===== src/pidvi_pkg.sv =====
package pidvi_pkg;

  // Field and datapath widths
  localparam int AngleW = 16;
  localparam int ErrW   = AngleW + 1;   // measured minus target
  localparam int DErrW  = ErrW + 1;     // error minus previous error
  localparam int MagW   = 16;           // |error| never exceeds 65535
  localparam int GainW  = 16;
  localparam int SepW   = 16;
  localparam int RecipW = 24;
  localparam int SumW   = 32;
  localparam int WeightW = RecipW + 1;  // Q1.24, up to 1.0 inclusive
  localparam int DriveW = 24;
  localparam int MulAW  = 33;
  localparam int MulBW  = 26;
  localparam int ProdW  = MulAW + MulBW;
  localparam int TermW  = GainW + SumW; // ki times error sum
  localparam int AccW   = 50;
  localparam int ShiftW = AccW - 8;     // accumulator after the rounding shift

  // Register map
  localparam int RegNum  = 6;
  localparam int RegIdxW = 3;
  localparam int AddrW   = RegIdxW + 2;
  localparam int DataW   = 32;
  localparam logic [RegIdxW-1:0] REG_KP    = 3'd0;
  localparam logic [RegIdxW-1:0] REG_KI    = 3'd1;
  localparam logic [RegIdxW-1:0] REG_KD    = 3'd2;
  localparam logic [RegIdxW-1:0] REG_LOW   = 3'd3;
  localparam logic [RegIdxW-1:0] REG_HIGH  = 3'd4;
  localparam logic [RegIdxW-1:0] REG_RECIP = 3'd5;

  localparam logic [SepW-1:0]   SEP_LOW_RST   = 16'd3840;
  localparam logic [SepW-1:0]   SEP_HIGH_RST  = 16'd7680;
  localparam logic [RecipW-1:0] SEP_RECIP_RST = 24'd4369;

  localparam logic [WeightW-1:0] W_ONE = 25'h100_0000;
  localparam logic signed [ShiftW-1:0] DRIVE_MAX = ShiftW'(64'sd8388607);
  localparam logic signed [ShiftW-1:0] DRIVE_MIN = ShiftW'(-64'sd8388607);
  localparam logic signed [AccW-1:0]   ROUND_HALF = AccW'(64'sd128);

  // Microcode
  localparam int StepNum = 9;
  localparam int PcW     = $clog2(StepNum);
  typedef logic [PcW-1:0] pc_t;

  typedef enum logic [2:0] {
    MS_NONE,
    MS_KP_E,
    MS_KD_DE,
    MS_KI_SUM,
    MS_DIFF_RECIP,
    MS_HI_W,
    MS_LO_W
  } mul_sel_e;

  typedef enum logic [1:0] {
    AC_NONE,
    AC_LOAD,
    AC_ADD,
    AC_ADD_SH
  } acc_op_e;

  typedef enum logic {
    JC_NONE,
    JC_NOT_MID
  } jmp_cond_e;

  typedef struct packed {
    mul_sel_e  mul_sel;
    acc_op_e   acc_op;
    logic      upd;      // error sum, previous error and weight class
    logic      t_load;   // keep ki*sum
    logic      w_load;   // keep clamped ramp weight
    jmp_cond_e jmp_cond;
    pc_t       jmp_tgt;
    logic      last;     // round, saturate and present the word
  } ucode_t;

  localparam pc_t STEP_HI_W = pc_t'(5);

  localparam ucode_t UC_NOP = '{
    mul_sel:  MS_NONE,
    acc_op:   AC_NONE,
    upd:      1'b0,
    t_load:   1'b0,
    w_load:   1'b0,
    jmp_cond: JC_NONE,
    jmp_tgt:  '0,
    last:     1'b0
  };

  // Control store: product of step n lands in the product register for step n+1
  function automatic ucode_t ucode_rom(input pc_t pc);
    ucode_t w;
    w = UC_NOP;
    case (pc)
      pc_t'(0): begin
        w.upd     = 1'b1;
        w.mul_sel = MS_KP_E;
      end
      pc_t'(1): begin
        w.mul_sel = MS_KD_DE;
        w.acc_op  = AC_LOAD;
      end
      pc_t'(2): begin
        w.mul_sel = MS_KI_SUM;
        w.acc_op  = AC_ADD;
      end
      pc_t'(3): begin
        w.mul_sel  = MS_DIFF_RECIP;
        w.t_load   = 1'b1;
        w.jmp_cond = JC_NOT_MID;
        w.jmp_tgt  = STEP_HI_W;
      end
      pc_t'(4): begin
        w.w_load = 1'b1;
      end
      pc_t'(5): begin
        w.mul_sel = MS_HI_W;
      end
      pc_t'(6): begin
        w.mul_sel = MS_LO_W;
        w.acc_op  = AC_ADD;
      end
      pc_t'(7): begin
        w.acc_op = AC_ADD_SH;
      end
      pc_t'(8): begin
        w.last = 1'b1;
      end
      default: begin
        w = UC_NOP;
      end
    endcase
    return w;
  endfunction

endpackage


===== src/pidvi_seq.sv =====
module pidvi_seq (
  input  logic              clk_i,
  input  logic              rst_ni,
  input  logic              start_i,     // word accepted on the input channel
  input  logic              mid_i,       // error lies on the weight ramp
  input  logic              out_hold_i,  // output register full and stalled
  output logic              busy_o,
  output pidvi_pkg::ucode_t ctrl_o
);

  logic              running_q, running_d;
  pidvi_pkg::pc_t    pc_q, pc_d;
  pidvi_pkg::ucode_t word;

  assign word   = pidvi_pkg::ucode_rom(pc_q);
  assign ctrl_o = running_q ? word : pidvi_pkg::UC_NOP;
  assign busy_o = running_q;

  // Step counter with conditional jump and hold on the final step
  always_comb begin
    running_d = running_q;
    pc_d      = pc_q;
    if (!running_q) begin
      if (start_i) begin
        running_d = 1'b1;
        pc_d      = '0;
      end
    end else if (word.last) begin
      if (!out_hold_i) begin
        running_d = 1'b0;
        pc_d      = '0;
      end
    end else if (word.jmp_cond == pidvi_pkg::JC_NOT_MID && !mid_i) begin
      pc_d = word.jmp_tgt;
    end else begin
      pc_d = pc_q + 1'b1;
    end
  end

  always_ff @(posedge clk_i or negedge rst_ni) begin
    if (!rst_ni) begin
      running_q <= 1'b0;
      pc_q      <= '0;
    end else begin
      running_q <= running_d;
      pc_q      <= pc_d;
    end
  end

endmodule


===== src/pid_variable_integral.sv =====
// PID with variable-speed integral, one shared 33x26 multiplier run by a microcode store.
// The weight-load step runs only when the error is on the weight ramp and is skipped
// otherwise; one word in flight, so the next word is taken after the drive word is loaded.
// The step count is set by the six products that share the one multiplier.
// Reset (async, active low) clears the loop state and gains and loads the default
// thresholds; the output register comes up empty.
module pid_variable_integral (
  input  logic                                 clk_i,
  input  logic                                 rst_ni,
  // input channel
  input  logic                                 in_valid_i,
  output logic                                 in_stall_o,
  input  logic signed [pidvi_pkg::AngleW-1:0]  actual_angle_i,
  input  logic signed [pidvi_pkg::AngleW-1:0]  target_angle_i,
  // output channel
  output logic                                 out_valid_o,
  input  logic                                 out_stall_i,
  output logic signed [pidvi_pkg::DriveW-1:0]  drive_o,
  // register port
  input  logic                                 psel,
  input  logic                                 penable,
  input  logic                                 pwrite,
  input  logic        [pidvi_pkg::AddrW-1:0]   paddr,
  input  logic        [pidvi_pkg::DataW-1:0]   pwdata,
  output logic        [pidvi_pkg::DataW-1:0]   prdata,
  output logic                                 pready
);

  // Configuration registers
  logic signed [pidvi_pkg::GainW-1:0]  kp_q, ki_q, kd_q;
  logic        [pidvi_pkg::SepW-1:0]   low_q, high_q;
  logic        [pidvi_pkg::RecipW-1:0] recip_q;

  // Loop state
  logic signed [pidvi_pkg::AngleW-1:0] last_q;
  logic signed [pidvi_pkg::ErrW-1:0]   prev_q;
  logic signed [pidvi_pkg::SumW-1:0]   sum_q;

  // Working registers
  logic signed [pidvi_pkg::ErrW-1:0]    e_q;
  logic signed [pidvi_pkg::AngleW-1:0]  tgt_q;
  logic signed [pidvi_pkg::DErrW-1:0]   de_q;
  logic        [pidvi_pkg::MagW-1:0]    mag_q;
  logic                                 mid_q;
  logic        [pidvi_pkg::WeightW-1:0] w_q;
  logic signed [pidvi_pkg::TermW-1:0]   t_q;
  logic signed [pidvi_pkg::ProdW-1:0]   prod_q;
  logic signed [pidvi_pkg::AccW-1:0]    acc_q;
  logic signed [pidvi_pkg::DriveW-1:0]  drive_q;
  logic                                 out_valid_q;

  logic              busy;
  logic              in_acc;
  logic              out_hold;
  logic              out_load;
  logic              cfg_wr;
  pidvi_pkg::ucode_t ctrl;

  assign in_acc     = in_valid_i && !busy;
  assign in_stall_o = busy;
  assign out_hold   = out_valid_q && out_stall_i;
  assign out_load   = ctrl.last && !out_hold;
  assign out_valid_o = out_valid_q;
  assign drive_o    = drive_q;

  pidvi_seq u_seq (
    .clk_i      (clk_i),
    .rst_ni     (rst_ni),
    .start_i    (in_acc),
    .mid_i      (mid_q),
    .out_hold_i (out_hold),
    .busy_o     (busy),
    .ctrl_o     (ctrl)
  );

  // Register port
  logic [pidvi_pkg::RegIdxW-1:0] reg_idx;
  assign reg_idx = paddr[pidvi_pkg::AddrW-1:2];
  assign cfg_wr  = psel && penable && pwrite;
  assign pready  = 1'b1;

  always_comb begin
    case (reg_idx)
      pidvi_pkg::REG_KP:    prdata = pidvi_pkg::DataW'(unsigned'(kp_q));
      pidvi_pkg::REG_KI:    prdata = pidvi_pkg::DataW'(unsigned'(ki_q));
      pidvi_pkg::REG_KD:    prdata = pidvi_pkg::DataW'(unsigned'(kd_q));
      pidvi_pkg::REG_LOW:   prdata = pidvi_pkg::DataW'(low_q);
      pidvi_pkg::REG_HIGH:  prdata = pidvi_pkg::DataW'(high_q);
      pidvi_pkg::REG_RECIP: prdata = pidvi_pkg::DataW'(recip_q);
      default:              prdata = '0;
    endcase
  end

  always_ff @(posedge clk_i or negedge rst_ni) begin
    if (!rst_ni) begin
      kp_q    <= '0;
      ki_q    <= '0;
      kd_q    <= '0;
      low_q   <= pidvi_pkg::SEP_LOW_RST;
      high_q  <= pidvi_pkg::SEP_HIGH_RST;
      recip_q <= pidvi_pkg::SEP_RECIP_RST;
    end else if (cfg_wr) begin
      case (reg_idx)
        pidvi_pkg::REG_KP:    kp_q    <= signed'(pwdata[pidvi_pkg::GainW-1:0]);
        pidvi_pkg::REG_KI:    ki_q    <= signed'(pwdata[pidvi_pkg::GainW-1:0]);
        pidvi_pkg::REG_KD:    kd_q    <= signed'(pwdata[pidvi_pkg::GainW-1:0]);
        pidvi_pkg::REG_LOW:   low_q   <= pwdata[pidvi_pkg::SepW-1:0];
        pidvi_pkg::REG_HIGH:  high_q  <= pwdata[pidvi_pkg::SepW-1:0];
        pidvi_pkg::REG_RECIP: recip_q <= pwdata[pidvi_pkg::RecipW-1:0];
        default: ;
      endcase
    end
  end

  // Update step: clear on target change, saturating sum, error difference, weight class
  logic                                 clr;
  logic signed [pidvi_pkg::SumW-1:0]    sum_base;
  logic signed [pidvi_pkg::ErrW-1:0]    prev_base;
  logic signed [pidvi_pkg::SumW:0]      sum_wide;
  logic signed [pidvi_pkg::SumW-1:0]    sum_next;
  logic signed [pidvi_pkg::ErrW-1:0]    e_neg;
  logic        [pidvi_pkg::MagW-1:0]    mag;

  assign clr       = tgt_q != last_q;
  assign sum_base  = clr ? '0 : sum_q;
  assign prev_base = clr ? '0 : prev_q;
  assign sum_wide  = {sum_base[pidvi_pkg::SumW-1], sum_base}
                   + (pidvi_pkg::SumW+1)'(e_q);
  assign e_neg     = -e_q;
  assign mag       = e_q[pidvi_pkg::ErrW-1] ? e_neg[pidvi_pkg::MagW-1:0]
                                            : e_q[pidvi_pkg::MagW-1:0];

  always_comb begin
    if (sum_wide[pidvi_pkg::SumW] != sum_wide[pidvi_pkg::SumW-1]) begin
      sum_next = sum_wide[pidvi_pkg::SumW] ? {1'b1, {(pidvi_pkg::SumW-1){1'b0}}}
                                           : {1'b0, {(pidvi_pkg::SumW-1){1'b1}}};
    end else begin
      sum_next = sum_wide[pidvi_pkg::SumW-1:0];
    end
  end

  always_ff @(posedge clk_i or negedge rst_ni) begin
    if (!rst_ni) begin
      last_q <= '0;
      prev_q <= '0;
      sum_q  <= '0;
    end else if (ctrl.upd) begin
      last_q <= tgt_q;
      prev_q <= e_q;
      sum_q  <= sum_next;
    end
  end

  // Shared multiplier operand select
  logic signed [pidvi_pkg::MulAW-1:0] mul_a;
  logic signed [pidvi_pkg::MulBW-1:0] mul_b;
  logic signed [pidvi_pkg::ProdW-1:0] prod_d;
  logic        [pidvi_pkg::SepW:0]    ramp_diff;

  assign ramp_diff = {1'b0, high_q} - {1'b0, mag_q};

  always_comb begin
    case (ctrl.mul_sel)
      pidvi_pkg::MS_KP_E: begin
        mul_a = pidvi_pkg::MulAW'(e_q);
        mul_b = pidvi_pkg::MulBW'(kp_q);
      end
      pidvi_pkg::MS_KD_DE: begin
        mul_a = pidvi_pkg::MulAW'(de_q);
        mul_b = pidvi_pkg::MulBW'(kd_q);
      end
      pidvi_pkg::MS_KI_SUM: begin
        mul_a = pidvi_pkg::MulAW'(sum_q);
        mul_b = pidvi_pkg::MulBW'(ki_q);
      end
      pidvi_pkg::MS_DIFF_RECIP: begin
        mul_a = signed'(pidvi_pkg::MulAW'(ramp_diff));
        mul_b = signed'(pidvi_pkg::MulBW'(recip_q));
      end
      // upper half of ki*sum keeps its sign
      pidvi_pkg::MS_HI_W: begin
        mul_a = pidvi_pkg::MulAW'(signed'(t_q[pidvi_pkg::TermW-1:24]));
        mul_b = signed'(pidvi_pkg::MulBW'(w_q));
      end
      pidvi_pkg::MS_LO_W: begin
        mul_a = signed'(pidvi_pkg::MulAW'(t_q[23:0]));
        mul_b = signed'(pidvi_pkg::MulBW'(w_q));
      end
      default: begin
        mul_a = '0;
        mul_b = '0;
      end
    endcase
  end

  assign prod_d = mul_a * mul_b;

  // Working datapath registers
  logic signed [pidvi_pkg::AccW-1:0] prod_acc;
  logic signed [pidvi_pkg::AccW-1:0] prod_sh;

  assign prod_acc = prod_q[pidvi_pkg::AccW-1:0];
  assign prod_sh  = signed'(pidvi_pkg::AccW'(prod_q[48:24]));

  always_ff @(posedge clk_i) begin
    prod_q <= prod_d;

    if (in_acc) begin
      e_q   <= pidvi_pkg::ErrW'(actual_angle_i) - pidvi_pkg::ErrW'(target_angle_i);
      tgt_q <= target_angle_i;
    end

    if (ctrl.upd) begin
      de_q  <= pidvi_pkg::DErrW'(e_q) - pidvi_pkg::DErrW'(prev_base);
      mag_q <= mag;
      if (mag >= high_q) begin
        w_q   <= '0;
        mid_q <= 1'b0;
      end else if (mag <= low_q) begin
        w_q   <= pidvi_pkg::W_ONE;
        mid_q <= 1'b0;
      end else begin
        mid_q <= 1'b1;
      end
    end

    if (ctrl.t_load) begin
      t_q <= prod_q[pidvi_pkg::TermW-1:0];
    end

    // ramp weight, capped at 1.0
    if (ctrl.w_load) begin
      if (prod_q > signed'(pidvi_pkg::ProdW'(pidvi_pkg::W_ONE))) begin
        w_q <= pidvi_pkg::W_ONE;
      end else begin
        w_q <= prod_q[pidvi_pkg::WeightW-1:0];
      end
    end

    case (ctrl.acc_op)
      pidvi_pkg::AC_LOAD:   acc_q <= prod_acc;
      pidvi_pkg::AC_ADD:    acc_q <= acc_q + prod_acc;
      pidvi_pkg::AC_ADD_SH: acc_q <= acc_q + prod_sh;
      default: ;
    endcase
  end

  // Round half up, floor shift, saturate to the drive range
  logic signed [pidvi_pkg::AccW-1:0]   acc_rnd;
  logic signed [pidvi_pkg::ShiftW-1:0] acc_shr;
  logic signed [pidvi_pkg::DriveW-1:0] drive_d;

  assign acc_rnd = acc_q + pidvi_pkg::ROUND_HALF;
  assign acc_shr = acc_rnd[pidvi_pkg::AccW-1:8];

  always_comb begin
    if (acc_shr > pidvi_pkg::DRIVE_MAX) begin
      drive_d = pidvi_pkg::DRIVE_MAX[pidvi_pkg::DriveW-1:0];
    end else if (acc_shr < pidvi_pkg::DRIVE_MIN) begin
      drive_d = pidvi_pkg::DRIVE_MIN[pidvi_pkg::DriveW-1:0];
    end else begin
      drive_d = acc_shr[pidvi_pkg::DriveW-1:0];
    end
  end

  always_ff @(posedge clk_i) begin
    if (out_load) begin
      drive_q <= drive_d;
    end
  end

  // Output word valid
  always_ff @(posedge clk_i or negedge rst_ni) begin
    if (!rst_ni) begin
      out_valid_q <= 1'b0;
    end else if (out_load) begin
      out_valid_q <= 1'b1;
    end else if (!out_stall_i) begin
      out_valid_q <= 1'b0;
    end
  end

endmodule

===== config.mk =====
export PLATFORM = sky130hd
export DESIGN_NAME = pid_variable_integral
export DESIGN_NICKNAME = d
export VERILOG_FILES = /design/src/pidvi_pkg.sv /design/src/pidvi_seq.sv /design/src/pid_variable_integral.sv
export SDC_FILE = /design/constraint.sdc
export NUM_CORES = 2
export LEC_CHECK = 0
export BUFFER_PORTS_ARGS = -buffer_cell sky130_fd_sc_hd__buf_4
export CORE_ASPECT_RATIO = 1.4
export CORE_MARGIN = 10
export CORE_UTILIZATION = 35
export CTS_CLUSTER_DIAMETER = 50
export DETAILED_ROUTE_END_ITERATION = 8
export HOLD_SLACK_MARGIN = 0.06
export MAX_ROUTING_LAYER = met4
export PLACE_DENSITY_LB_ADDON = 0.25
export SLEW_MARGIN = 20
export SYNTH_ARGS = -nofsm -noshare
export SYNTH_HDL_FRONTEND = slang
export SYNTH_SLANG_ARGS = --single-unit

===== constraint.sdc =====
create_clock -name clk_i -period 9 [get_ports clk_i]
set_input_delay 1.35 -clock clk_i [delete_from_list [all_inputs] [get_ports clk_i]]
set_output_delay 1.35 -clock clk_i [all_outputs]
set_load 0.02 [all_outputs]

==> impl_metrics.tcl <==
set metrics [dict create \
    status "complete, but fails checks" \
    violations "setup timing" \
    synthFlopType "edfxtp_1" \
    synth-edff-count 215 \
    dr_wl_met3_mm 10.07 \
    holdWs_ns 0.4755 \
    start_util_pct 35.20 \
    finalClockSkew_ns 0.05591 \
    die_x_um 359.7 \
    min_period_ns 9.278 \
    avgSynthCellArea_sq_um 9.065 \
    post-route-drc-count 0 \
    worst_slew_pin_slew_ns 1.109 \
    r2r_end "prod_q[54]" \
    grtUsageTotal_pct 22.68 \
    wl_met2_mm 97.90 \
    synth_top_family_by_area "adder cells" \
    clk_pin_slew_ns 0.06 \
    ys_seq_area_share_pct 21.27 \
    area_delta_synth_final_pct 25.25 \
    ys_ff_latch 449 \
    synth-adder-area-share_pct 38.26 \
    yosys.area_share.simple_pct 14.61 \
    regArea_sq_um 12030 \
    setup_tns_ns -2.679 \
    r2r_cells 40 \
    top_layer "met4" \
    clk_latency_ns 0.67 \
    fp.dieArea_sq_um 178300 \
    post_drt_via_cell_ratio 5.093 \
    syn-cell-area_sq_um 56550 \
    cp_max_fo 5 \
    dr.pass1.iters 5 \
    place_congestion 0.9318 \
    cts_tree "done" \
    drive_gt1_share_pct 21.43 \
    hold_path.startpoint "prev_q[9]" \
    hold_path_class "reg2reg" \
    start_kind "flop" \
    overflow 0 \
    synth-compound-area-share_pct 10.19 \
    critPathMaxStageDelay_ns 0.61 \
    cts_buffer_depth 3 \
    worstSetupPathType "reg2reg" \
    slowest_stage "fa_2" \
    setup_ws_ns -0.2779 \
    final_cells 9140 \
    grt_pass1_wl_mm 301.0 \
    cts-root-buf "clkbuf_16" \
    finalMaxSlewViolations 0 \
    worst-endpoint-required_ns 9.58 \
    wire_per_inst_um 21.54 \
    hold_viol 0 \
    async_flop_share_pct 38.98 \
    syn-instance-count 6239 \
    core_area_sq_um 160700 \
    hold_path_depth 2 \
    grt_max_degree 116 \
    fmaxAchievable_mhz 107.8 \
    synthXorXnorAreaFrac_pct 3.454 \
    drt_iter0_drc 2801 \
    dpl.hpwl_mm 161.3 \
    r2r_start "mag_q[0]" \
    grt_pass1_vias 48984 \
    synthMuxAreaShare_pct 2.679 \
    ios 135 \
    multiInputGateArea_sq_um 40890 \
    postCtsHoldBufs 0 \
    rsz0062_at_grt "yes" \
    arrival_ns 9.86 \
    antenna_found_initial 7 \
    min_to "prev_q[9]" \
    relSlewSlack_pct 26.00 \
    crit_top_cell "fa_1" \
    clock_sinks 449 \
    final_nets 8236 \
    setup_viol 17 \
    ant_nets 0 \
    synthDistinctLibCells 87 \
    wl_mm 196.9 \
    finalCritPeriodShare_pct 103.1 \
    die_height_um 495.6 \
    rows 174 \
    port_buffers 115 \
    vias 46549 \
    nFillCells 15663 \
    maxCapViolCount 0 \
    yosysWarnings 0 \
    htree_levels 3 \
    wl_met1_mm 80.29 \
    cts_made_buffers 71 \
    critPathCaptureType "flop" \
    dp_cells 8913 \
    r2r_setup_slack_ns -0.28 \
]
## critical path, delay by kind of cell, from the launching register on
| kind | cells | cell delay, ns |
|---|---|---|
| buf+inv | 12 | 1.34 |
| fa+ha+maj | 10 | 4.58 |
| simple gates | 4 | 0.49 |
| compound gates | 12 | 1.95 |
| xor+xnor | 2 | 0.38 |
| flops | 1 | 0.42 |
## cells by family after synthesis
family,after synthesis
adder cells (fa/ha/maj),1214
AND/OR/NAND/NOR,1890
XOR/XNOR,223
buffers and inverters,1417
AO/OA/AOI/OAI,906
multiplexers,138
other,2
flip-flops,449
## Yosys cell counts, types with 15 or more instances
library cell | instances | area share (%)
nor2_1 | 568 | 3.8
a21oi_1 | 218 | 1.9
a31oi_1 | 21 | 0.23
nor3_1 | 39 | 0.35
or3_1 | 15 | 0.17
a21o_1 | 81 | 1.1
o31ai_1 | 23 | 0.31
and2_1 | 84 | 0.93
mux2_2 | 107 | 2.1
nor4_1 | 28 | 0.31
o21ai_0 | 256 | 2.3
maj3_1 | 21 | 0.37
dfxtp_1 | 59 | 2.1
clkbuf_1 | 254 | 1.7
nor2b_1 | 55 | 0.61
nand4_1 | 56 | 0.62
inv_1 | 1125 | 7.5
edfxtp_1 | 215 | 11
xnor2_1 | 154 | 2.4
o21bai_1 | 35 | 0.46
a221o_1 | 25 | 0.44
a211oi_1 | 20 | 0.27
ha_1 | 327 | 7.2
o21a_1 | 22 | 0.29
a21boi_0 | 15 | 0.20
and3_1 | 30 | 0.33
nand3_1 | 78 | 0.69
dfrtp_1 | 163 | 7.2
xor2_1 | 69 | 1.1
fa_1 | 866 | 31
nand2_1 | 844 | 5.6
a22oi_1 | 53 | 0.70
mux2i_1 | 31 | 0.55
nand2b_1 | 32 | 0.35
o211ai_1 | 18 | 0.24
a221oi_1 | 23 | 0.36
## per-stage QoR
| step | utilization [%] | instance area [sq um] | worst slack [ns] |
|---|---|---|---|
| floorplan | - | 56820 | -0.01378 |
| global placement | 40.99 | 65850 | -0.7924 |
| detailed placement | 40.99 | 65850 | -0.7906 |
| CTS | 43.48 | 69860 | -0.2852 |
| global route | 44.09 | 70830 | -0.5845 |
| finish | 44.09 | 70840 | -0.2779 |
## how the worst max path moves through the flow
stage / slack [ns] / cells past startpoint / to / from
after global placement: -0.79 / 40 / prod_q[57] / high_q[0]
final: -0.28 / 40 / prod_q[54] / mag_q[0]
after global routing: -0.58 / 40 / prod_q[54] / mag_q[0]
after floorplan: -0.01 / 37 / prod_q[57] / u_seq.pc_q[0]
after CTS: -0.29 / 46 / prod_q[55] / high_q[0]
after detailed placement: -0.79 / 40 / prod_q[57] / high_q[0]
## layout by cell type, fill, tap and decap left out, drive strengths merged, types with 32 or more instances in the layout
master	instances
buf	933
dfxtp	59
xnor2	154
mux2	107
edfxtp	215
fa	866
inv	1142
and2	85
clkbuf	86
nand3	79
dfrtp	163
a22oi	53
xor2	69
o21ai	268
nand2b	32
nor2b	55
nor3	42
ha	327
o21bai	36
nor2	568
a21oi	218
a21o	81
nand4	57
nand2	844
## cell type report
cell class / count / area share [%]
clock buffers: 84 / 2.699
well taps: 2112 / 3.730
multi-input cells: 4380 / 57.73
clock inverters: 48 / 0.8160
flip-flops and latches: 449 / 16.99
diodes: 2 / 0.007065
inverters: 1127 / 5.990
repair buffers: 938 / 12.04
## routing by layer
layer	up-vias	global-route usage [%]
li1	21348	-
met1	23511	27.43
met2	1330	38.94
met3	360	2.278
met4	0	8.825
met5	-	-
## registers in the layout, summed over array words and instances (netlist names)
signal and cells:
kp_q 16, mid_q 1, u_seq.pc_q 4, ki_q 16, prev_q 17, acc_q 50, de_q 18, w_q 25
drive_o 24, out_valid_o 1, recip_q 24, prod_q 59, e_q 17, sum_q 32, tgt_q 16, kd_q 16
t_q 48, last_q 16, u_seq.busy_o 1, high_q 16, low_q 16, mag_q 16
## what timing repair did
action	4_1_cts	5_1_grt
endpoints found under the hold margin	0	0
resized for setup	191	189
buffers inserted	76	20
endpoints found under the setup margin	24	28
cloned	5	0
pin swaps	102	115
Power is not shown: default switching activity piles up to over one toggle a cycle in this logic, so the estimate is an artifact.
